$ cat config.mk
export PLATFORM = sky130hd
export DESIGN_NAME = frfifo_front
export DESIGN_NICKNAME = d
export VERILOG_FILES = /design/src/sv/frfifo_pkg.sv /design/src/sv/frfifo_front.sv
export SDC_FILE = /design/constraint.sdc
export NUM_CORES = 1
export LEC_CHECK = 0
export ABC_AREA = 1
export BUFFER_PORTS_ARGS = -buffer_cell sky130_fd_sc_hd__buf_2
export CORE_UTILIZATION = 50
export CTS_CLUSTER_SIZE = 16
export DETAILED_ROUTE_END_ITERATION = 10
export GPL_TIMING_DRIVEN = 0
export PLACE_DENSITY_LB_ADDON = 0.05
export SYNTH_ARGS = -nofsm -noshare
export SYNTH_HDL_FRONTEND = slang
export SYNTH_SLANG_ARGS = --single-unit
$ cat constraint.sdc
create_clock -name clock -period 5.1 [get_ports clock]
set_input_delay 1.275 -clock clock [delete_from_list [all_inputs] [get_ports clock]]
set_output_delay 1.275 -clock clock [all_outputs]
set_load 0.02 [all_outputs]
$ cat src/sv/frfifo_pkg.sv
// Shared types for the frame-aligned ring FIFO.
// Holds the opcode codes, the classified command and the result record.
// No dependencies.
package frfifo_pkg;

   localparam int FRAME_W = 32;
   localparam int WRAP_W  = 32;
   localparam int BYTES_W = 16;
   localparam int REQ_W   = 30;

   typedef enum logic [1:0] {
      OP_SEND_START = 2'd0,
      OP_SEND_FRAME = 2'd1,
      OP_RECV_START = 2'd2,
      OP_RECV_FRAME = 2'd3
   } opcode_type;

   typedef struct packed {
      opcode_type         opcode;
      logic               len_ok;
      logic [REQ_W-1:0]   frames;
      logic [FRAME_W-1:0] frame;
   } cmd_type;

   typedef struct packed {
      logic [BYTES_W-1:0] granted_bytes;
      logic [FRAME_W-1:0] frame_out;
      logic               frame_valid;
      logic               frame_taken;
      logic [BYTES_W-1:0] fill_bytes;
      logic [WRAP_W-1:0]  write_wraps;
      logic [WRAP_W-1:0]  read_wraps;
   } rsp_type;

endpackage

$ cat src/sv/frfifo_front.sv
// Front end of the frame-aligned ring FIFO: accepts request transfers,
// classifies them and holds them in a two-entry command queue.
// Depends on frfifo_pkg.
module frfifo_front (
   input  logic                        clock,
   input  logic                        reset,
   input  logic                        req_push,
   output logic                        req_full,
   input  logic [1:0]                  req_opcode,
   input  logic [31:0]                 req_block_bytes,
   input  logic [31:0]                 req_frame_in,
   output logic                        cmd_valid,
   input  logic                        cmd_ready,
   output frfifo_pkg::cmd_type         cmd
);

   frfifo_pkg::cmd_type cmd_q_ff [2];
   frfifo_pkg::cmd_type new_cmd;
   logic       wr_ptr_ff, wr_ptr_in;
   logic       rd_ptr_ff, rd_ptr_in;
   logic [1:0] cnt_ff, cnt_in;
   logic       do_push, do_pop;

   always_comb begin
      new_cmd.opcode = frfifo_pkg::opcode_type'(req_opcode);
      new_cmd.len_ok = (req_block_bytes != 32'd0) && (req_block_bytes[1:0] == 2'b00);
      new_cmd.frames = req_block_bytes[31:2];
      new_cmd.frame  = req_frame_in;
   end

   assign req_full  = (cnt_ff == 2'd2);
   assign cmd_valid = (cnt_ff != 2'd0);
   assign cmd       = cmd_q_ff[rd_ptr_ff];
   assign do_push   = req_push && !req_full;
   assign do_pop    = cmd_valid && cmd_ready;

   always_comb begin
      wr_ptr_in = do_push ? ~wr_ptr_ff : wr_ptr_ff;
      rd_ptr_in = do_pop ? ~rd_ptr_ff : rd_ptr_ff;
      cnt_in    = cnt_ff;
      if (do_push && !do_pop) begin
         cnt_in = cnt_ff + 2'd1;
      end else if (do_pop && !do_push) begin
         cnt_in = cnt_ff - 2'd1;
      end
   end

   always_ff @(posedge clock) begin
      if (reset) begin
         wr_ptr_ff <= 1'b0;
         rd_ptr_ff <= 1'b0;
         cnt_ff    <= 2'd0;
      end else begin
         wr_ptr_ff <= wr_ptr_in;
         rd_ptr_ff <= rd_ptr_in;
         cnt_ff    <= cnt_in;
      end
   end

   always_ff @(posedge clock) begin
      if (do_push) begin
         cmd_q_ff[wr_ptr_ff] <= new_cmd;
      end
   end

endmodule

## Word level (Yosys, flattened, before mapping)

Memories as Yosys holds them, arrays and structs flattened. A register that Yosys moved wholly into a read port is not among the register bits.
Index checks and enable logic that the tools add are counted.

| word-level totals | value |
|---|---|
| register bits after elaboration | 4 |
| RAM bits | 130 |
| input port bits | 70 |
| output and inout port bits | 67 |
| word-level logic and storage cells | 27 |
| memories kept | 1 |

| operators by class | value |
|---|---|
| $add $sub $neg | 2 |
| equality and inequality tests | 1 |
| mux-type cells | 6 |
| bitwise gates (word level) | 2 |
| reductions and logical operators | 12 |

Memories:

| memory | depth | width | read ports | clocked after memory_dff | wr ports | RTL line | text |
|---|---|---|---|---|---|---|---|
| cmd_q_ff | 2 | 65 | 1 | 1 | 1 | frfifo_front.sv:17 | `frfifo_pkg::cmd_type cmd_q_ff [2];` |

Operator list:

| operator | count |
|---|---|
| 32-bit nonzero test | 1 |
| 1-bit logical AND | 5 |
| 1-bit two-way mux | 4 |
| 2-bit two-way mux | 2 |
| 2-bit nonzero test | 2 |
| 1-bit zero test | 3 |
| 2-bit by 1-bit adder with 2-bit output (second input constant) | 1 |
| 2-bit equality test (second input constant) | 1 |
| 2-bit zero test | 1 |
| 1-bit NOT | 2 |
| 2-bit by 1-bit subtractor with 2-bit output (second input constant) | 1 |

## Longest topological paths before layout

Gate-level depths: netlist of run 1.

| logic depth | value |
|---|---|
| depth in word-level cells | 7 |
| mapped depth | 9 |
| gate-level depth less buffers | 9 |

## Least setup slack after synthesis of run 1

OpenSTA, ideal clock, no wires.

| path | value |
|---|---|
| path type | input port to flip-flop |
| start point | input port req_push |
| end point | memory cmd_q_ff[1][0] in the netlist's numbering (enable) |
| setup time | 0.490 ns |
| data arrival time | 4.157 ns |
| data required time | 4.610 ns |
| path slack | 0.453 ns |
| stages on the path | 2 |
| path buffers | 0 |
| cell sequence | o21ai_0 -> nor2_1 |

| on the way | value |
|---|---|
| longest elaborated chain between the ends | 3 |

Ends and longest elaborated chain:

| element | RTL line | text |
|---|---|---|
| start: declaration | frfifo_front.sv:7 | `input logic req_push,` |
| 1-bit logical AND | frfifo_front.sv:34 | `assign do_push = req_push && !req_full;` |
| 1-bit two-way mux | frfifo_front.sv:61 | `if (do_push) begin` |
| 1-bit two-way mux (not written as such) | frfifo_front.sv:62 | `cmd_q_ff[wr_ptr_ff] <= new_cmd;` |
| end: declaration | frfifo_front.sv:17 |  |

Every way passes these cells.

==> impl_metrics.yaml, run 1 <==
status:
  outcome: "finished, final reports clean"
critical_path:
  critPathKind: "reg -> out"
  rr_startpoint: "cnt_ff[1]"
  cp_max_fo: 10
  cp_data_required_time_ns: 3.83
  reg2reg_slack_ns: 3.19
  critical_path_arrival_ns: 1.75
  ff2ff_path_depth: 8
  worst_r2r_endpoint: "cnt_ff[1]"
  end_kind: "output port"
  cp-start-kind: "flip-flop"
grt:
  grt_pass1_wl_mm: 12.9
  track_usage_pct: 17.4
  grt_pass1_vias: 2679
  grt_max_degree: 32
  grt_overflow_total: 0
  antenna_found_initial: 0
clock_tree:
  tritoncts: "built"
  clockRootBuffer: "clkbuf_8"
  cts_max_path_buffers: 2
  htreeDepth: 4
  cts_inserted_buffers: 17
  cts_sinks: 135
  cts_hold_buffers: 0
  post-cts-setup-buffers: 0
  clk_latency_ns: 0.51
  ctsResizeCount: 0
  cts.clk_slew.worst_paths_ns: 0.06
yosys:
  synth.avg_cell_area_um2: 18.9
  syn_area_mm2: 0.00506
  seq_area_frac_synth_pct: 79.1
  syn_inst: 268
  synth_fp_nets: 339
  yosysWarnings: 0
  synth-seq-cells: 135
  synth_cell_types: 18
floorplan:
  rows: 36
  dieArea_mm2: 0.0105
  start_util_pct: 51.8
  ios: 137
  die_width_um: 103
  die_h_um: 103
  core_mm2: 0.00977
timing:
  maxSlewHeadroom_pct: 49.2
  fmax_ghz: 0.330
  slew_violations: 0
  worstMarginPinSlew_ns: 0.754
  setup_slack_ns: 2.07
  period_needed_ns: 3.03
  grt_setup_unrepaired: "no"
  holdWs_ns: 0.497
  hold_viol_final: 0
  setup_viol: 0
  fin_skew_ns: 0.00593
  period_share_pct: 59.4
power_and_ir_drop:
  power.leakage_nw: 2.52
  vdd_drop_max_uv: 353
  p_per_area_mw_per_mm2: 546
flow_run:
  drv_cap: 0
hold_path:
  hold_class: "reg -> reg"
  min_from: "rd_ptr_ff"
  hold_path_end: "rd_ptr_ff"
  hold_depth: 2
place:
  io_buffers: 136
  detailed_place_hpwl_mm: 5.91
  gp_congestion: 0.670
  preCtsSetupSlack_ns: 2.27
  dp_cells: 541
detailed_routing:
  drt_pass1_iterations: 4
  wl_mm: 8.79
  drtIter0Drc: 83
  post_drt_wl_per_cell_um: 15.3
  vias_per_cell: 4.83
  via_count: 2768
  drc_errors: 0
  ant_nets: 0
layout:
  stdcell_count: 573
  layout_commonest_cell: "buf_2"
  mostFrequentLayoutCells: "buf_2 (137), edfxtp_1 (130), mux2_2 (65)"
  antenna_cells: 0
  fill_cells: 718
  synthToLayoutAreaGrowth_pct: 30.7
  drive_above_1_share_pct: 55.7
  nets: 498
[worst max-delay path: stages (launching register included)]
cell	delay, ns
dfxtp_1	0.33
buf_4	0.22
buf_6	0.18
mux2_2	0.35
buf_2	0.16
[area by class of cell]
cell class | count | area [um^2] | share of cell area [%]
Sequential cell | 135 | 4000 | 60.5
Inverter | 7 | 26.3 | 0.397
Clock inverter | 15 | 184 | 2.78
Tap cell | 133 | 166 | 2.52
Timing Repair Buffer | 140 | 776 | 11.7
Multi-Input combinational cell | 119 | 977 | 14.8
Buffer | 7 | 68.8 | 1.04
Clock buffer | 17 | 414 | 6.26
[how the worst max path moves through the flow]
stage	endpoint	slack [ns]
after floorplan	cmd_q_ff[1][0]	0.45
after global placement	cmd_q_ff[1][11]	-1.29
after detailed placement	cmd_q_ff[1][10]	2.27
after CTS	cmd[49]	2.02
after global routing	cmd[37]	1.98
final	cmd[37]	2.07
[kinds of logic (layout without fill, tap and decap cells)]
| group | after synthesis | in the layout | synth area share (%) |
|---|---|---|---|
| muxes | 65 | 65 | 14.5 |
| and+or+nand+nor | 49 | 49 | 3.91 |
| DFF | 135 | 135 | 79.1 |
| buffers and inverters | 14 | 186 | 1.88 |
| AOI/OAI and AO/OA | 4 | 4 | 0.395 |
| adders and majority gates | 1 | 1 | 0.247 |
[flip-flops by register name, summed over array words and instances (netlist names), named ones only]
name and flops:
cmd_q_ff 130, wr_ptr_ff 1, rd_ptr_ff 1, cnt_ff 2
[per-layer routing]
| metal | vias up | part of all wire [%] | wire length [um] | GRT usage [%] |
|---|---|---|---|---|
| met5 | - | 0 | 0 | 0 |
| met2 | 93 | 51 | 4510 | 28.8 |
| met3 | 10 | 7.5 | 663 | 6.78 |
| met4 | 0 | 1.3 | 118 | 8.24 |
| li1 | 1338 | - | - | - |
| met1 | 1327 | 40 | 3500 | 19.9 |
[cells in the mapped netlist]
cell type	count	share of area, %
edfxtp_1	130	77
mux2_2	65	14
nor2_1	27	2.0
nand2_1	16	1.2
inv_1	6	0.44
buf_6	5	1.1
dfxtp_1	5	2.0
a21oi_1	3	0.30
nand2_2	2	0.25
buf_2	1	0.099
buf_4	1	0.15
ha_1	1	0.25
inv_2	1	0.074
nand3_1	1	0.099
nor3_1	1	0.099
nor3b_1	1	0.15
o21ai_0	1	0.099
or2_1	1	0.12
[per-stage QoR]
stage | power (W) | TNS (ns) | cell area (um^2) | util, %
2_1_floorplan | 0.00212 | 0 | 5060 | -
3_3_place_gp | 0.00240 | -166.53 | 5910 | 60.4
3_5_place_dp | 0.00243 | 0 | 6020 | 61.6
4_1_cts | 0.00365 | 0 | 6620 | 67.7
5_1_grt | 0.00377 | 0 | 6620 | 67.7
6_report | 0.00361 | 0 | 6620 | 67.7
[power by group]
group	internal, W	switching [W]	leakage [nW]
registers	0.00142	0.0000390	1.25
logic	0.000382	0.000555	0.974
clock network	0.000786	0.000433	0.292
total	0.00259	0.00103	2.52
No activity file was read; power rests on OpenSTA's default activity.
==> run 2, diff against run 1 <==
- clock period: 5.1 -> 2.91 ns (I/O delays scaled with it)
==> run 2 against run 1 <==
Sequential power is 75% higher. Clock power is 71% higher. Combinational power up 74%. Total power up 73%. Global-route usage shrank 0.11 points. Cell count decreased by 0.17%.
==> impl_metrics.yaml, run 2 (synthesis gave the netlist of run 1 again) <==
timing:
  holdWs_ns: 0.402
  setup_tns_ns: 0
  fmax_ghz: 0.407
  fin_skew_ns: 0.00658
  slew_violations: 0
  period_share_pct: 84.5
  setup_slack_ns: 0.450
  maxSlewHeadroom_pct: 53.5
  grt_setup_unrepaired: "no"
  worstMarginPinSlew_ns: 0.691
  setup_viol: 0
  period_needed_ns: 2.46
  hold_viol_final: 0
floorplan:
  die_width_um: 103
  dieArea_mm2: 0.0105
  rows: 36
  start_util_pct: 51.8
  ios: 137
  die_h_um: 103
  core_mm2: 0.00977
critical_path:
  crit_path_end: "cmd[27]"
  reg2reg_slack_ns: 1.07
  worst_r2r_endpoint: "cnt_ff[1]"
  end_kind: "output port"
  critical_path_arrival_ns: 1.73
  rr_startpoint: "cnt_ff[1]"
  cp-start-kind: "flip-flop"
  ff2ff_path_depth: 8
  cp_data_required_time_ns: 2.18
  cp_max_fo: 10
  critPathKind: "reg -> out"
detailed_routing:
  via_count: 2788
  vias_per_cell: 4.87
  post_drt_wl_per_cell_um: 15.2
  drtIter0Drc: 84
  ant_nets: 0
  drc_errors: 0
  drt_pass1_iterations: 4
  wl_mm: 8.68
status:
  outcome: "finished, final reports clean"
power_and_ir_drop:
  p_per_area_mw_per_mm2: 952
  power.leakage_nw: 2.51
  vdd_drop_max_uv: 536
clock_tree:
  ctsResizeCount: 0
  post-cts-setup-buffers: 0
  htreeDepth: 4
  tritoncts: "built"
  clk_latency_ns: 0.51
  clockRootBuffer: "clkbuf_8"
  cts_max_path_buffers: 2
  cts.clk_slew.worst_paths_ns: 0.06
  cts_sinks: 135
  cts_inserted_buffers: 17
  cts_hold_buffers: 0
grt:
  grt_overflow_total: 0
  track_usage_pct: 17.3
  grt_max_degree: 32
  grt_pass1_vias: 2670
  antenna_found_initial: 1
  grt_pass1_wl_mm: 12.8
place:
  io_buffers: 136
  preCtsSetupSlack_ns: 0.923
  detailed_place_hpwl_mm: 5.87
  gp_congestion: 0.652
flow_run:
  drv_cap: 0
layout:
  mostFrequentLayoutCells: "buf_2 (137), edfxtp_1 (130), mux2_2 (65)"
  antenna_cells: 0
  drive_above_1_share_pct: 55.4
  nets: 498
  largest_register_ffs: 130
  top_register: "cmd_q_ff"
  layout_commonest_cell: "buf_2"
  largest_registers: "cmd_q_ff x130, cnt_ff x2"
  synthToLayoutAreaGrowth_pct: 30.1
hold_path:
  hold_class: "in -> reg"
-- run 2: metrics by stage --
step	power, W	instance area [um^2]	util [%]	std cells
finish	0.00627	6580	67.4	572
global route	0.00653	6580	67.4	572
floorplan	0.00370	5070	-	268
detailed placement	0.00425	6000	61.4	541
CTS	0.00633	6580	67.4	572
global placement	0.00419	5910	60.5	537
-- run 2: how the worst min path moves through the flow --
stage | slack, ns | to | start | depth (start not counted)
floorplan | 0.45 | flip-flop | rd_ptr_ff | 2
global placement | 0.47 | rd_ptr_ff | rd_ptr_ff | 2
CTS | 0.39 | cmd_q_ff[0][3] | req_frame_in[3] | 1
finish | 0.40 | cmd_q_ff[1][3] | req_frame_in[3] | 1
detailed placement | 0.50 | rd_ptr_ff | rd_ptr_ff | 2
global route | 0.37 | cmd_q_ff[1][3] | req_frame_in[3] | 1
-- run 2: where the power goes --
group	leakage, nW	internal, W	total, W	switching, W
clock	0.284	0.00137	0.00209	0.000721
sequential	1.25	0.00249	0.00255	0.0000661
combinational	0.968	0.000660	0.00163	0.000967
-- run 2: cell type report --
type                       count  area [um^2]
clock inverter                12          159
clock buffer                  19          422
sequential                   135         4000
fill                         732         3190
inverter                       7         26.3
multi-input combinational    119          977
buffer                         7         68.8
timing repair buffer         140          761
tap                          133          166
-- run 2: routing by layer --
| layer | up-vias | track usage (%) | part of all wire [%] |
|---|---|---|---|
| met1 | 1347 | 19.0 | 40 |
| met4 | 2 | 8.13 | 1.7 |
| met2 | 93 | 28.9 | 51 |
| met5 | - | 0 | 0.12 |
| met3 | 16 | 7.59 | 6.7 |
| li1 | 1330 | - | - |
-- run 2: worst max-delay path: stages, from the launching register on --
cell and delay [ns]:
dfxtp_1 0.32, buf_4 0.21, buf_6 0.18, mux2_2 0.35
buf_2 0.16
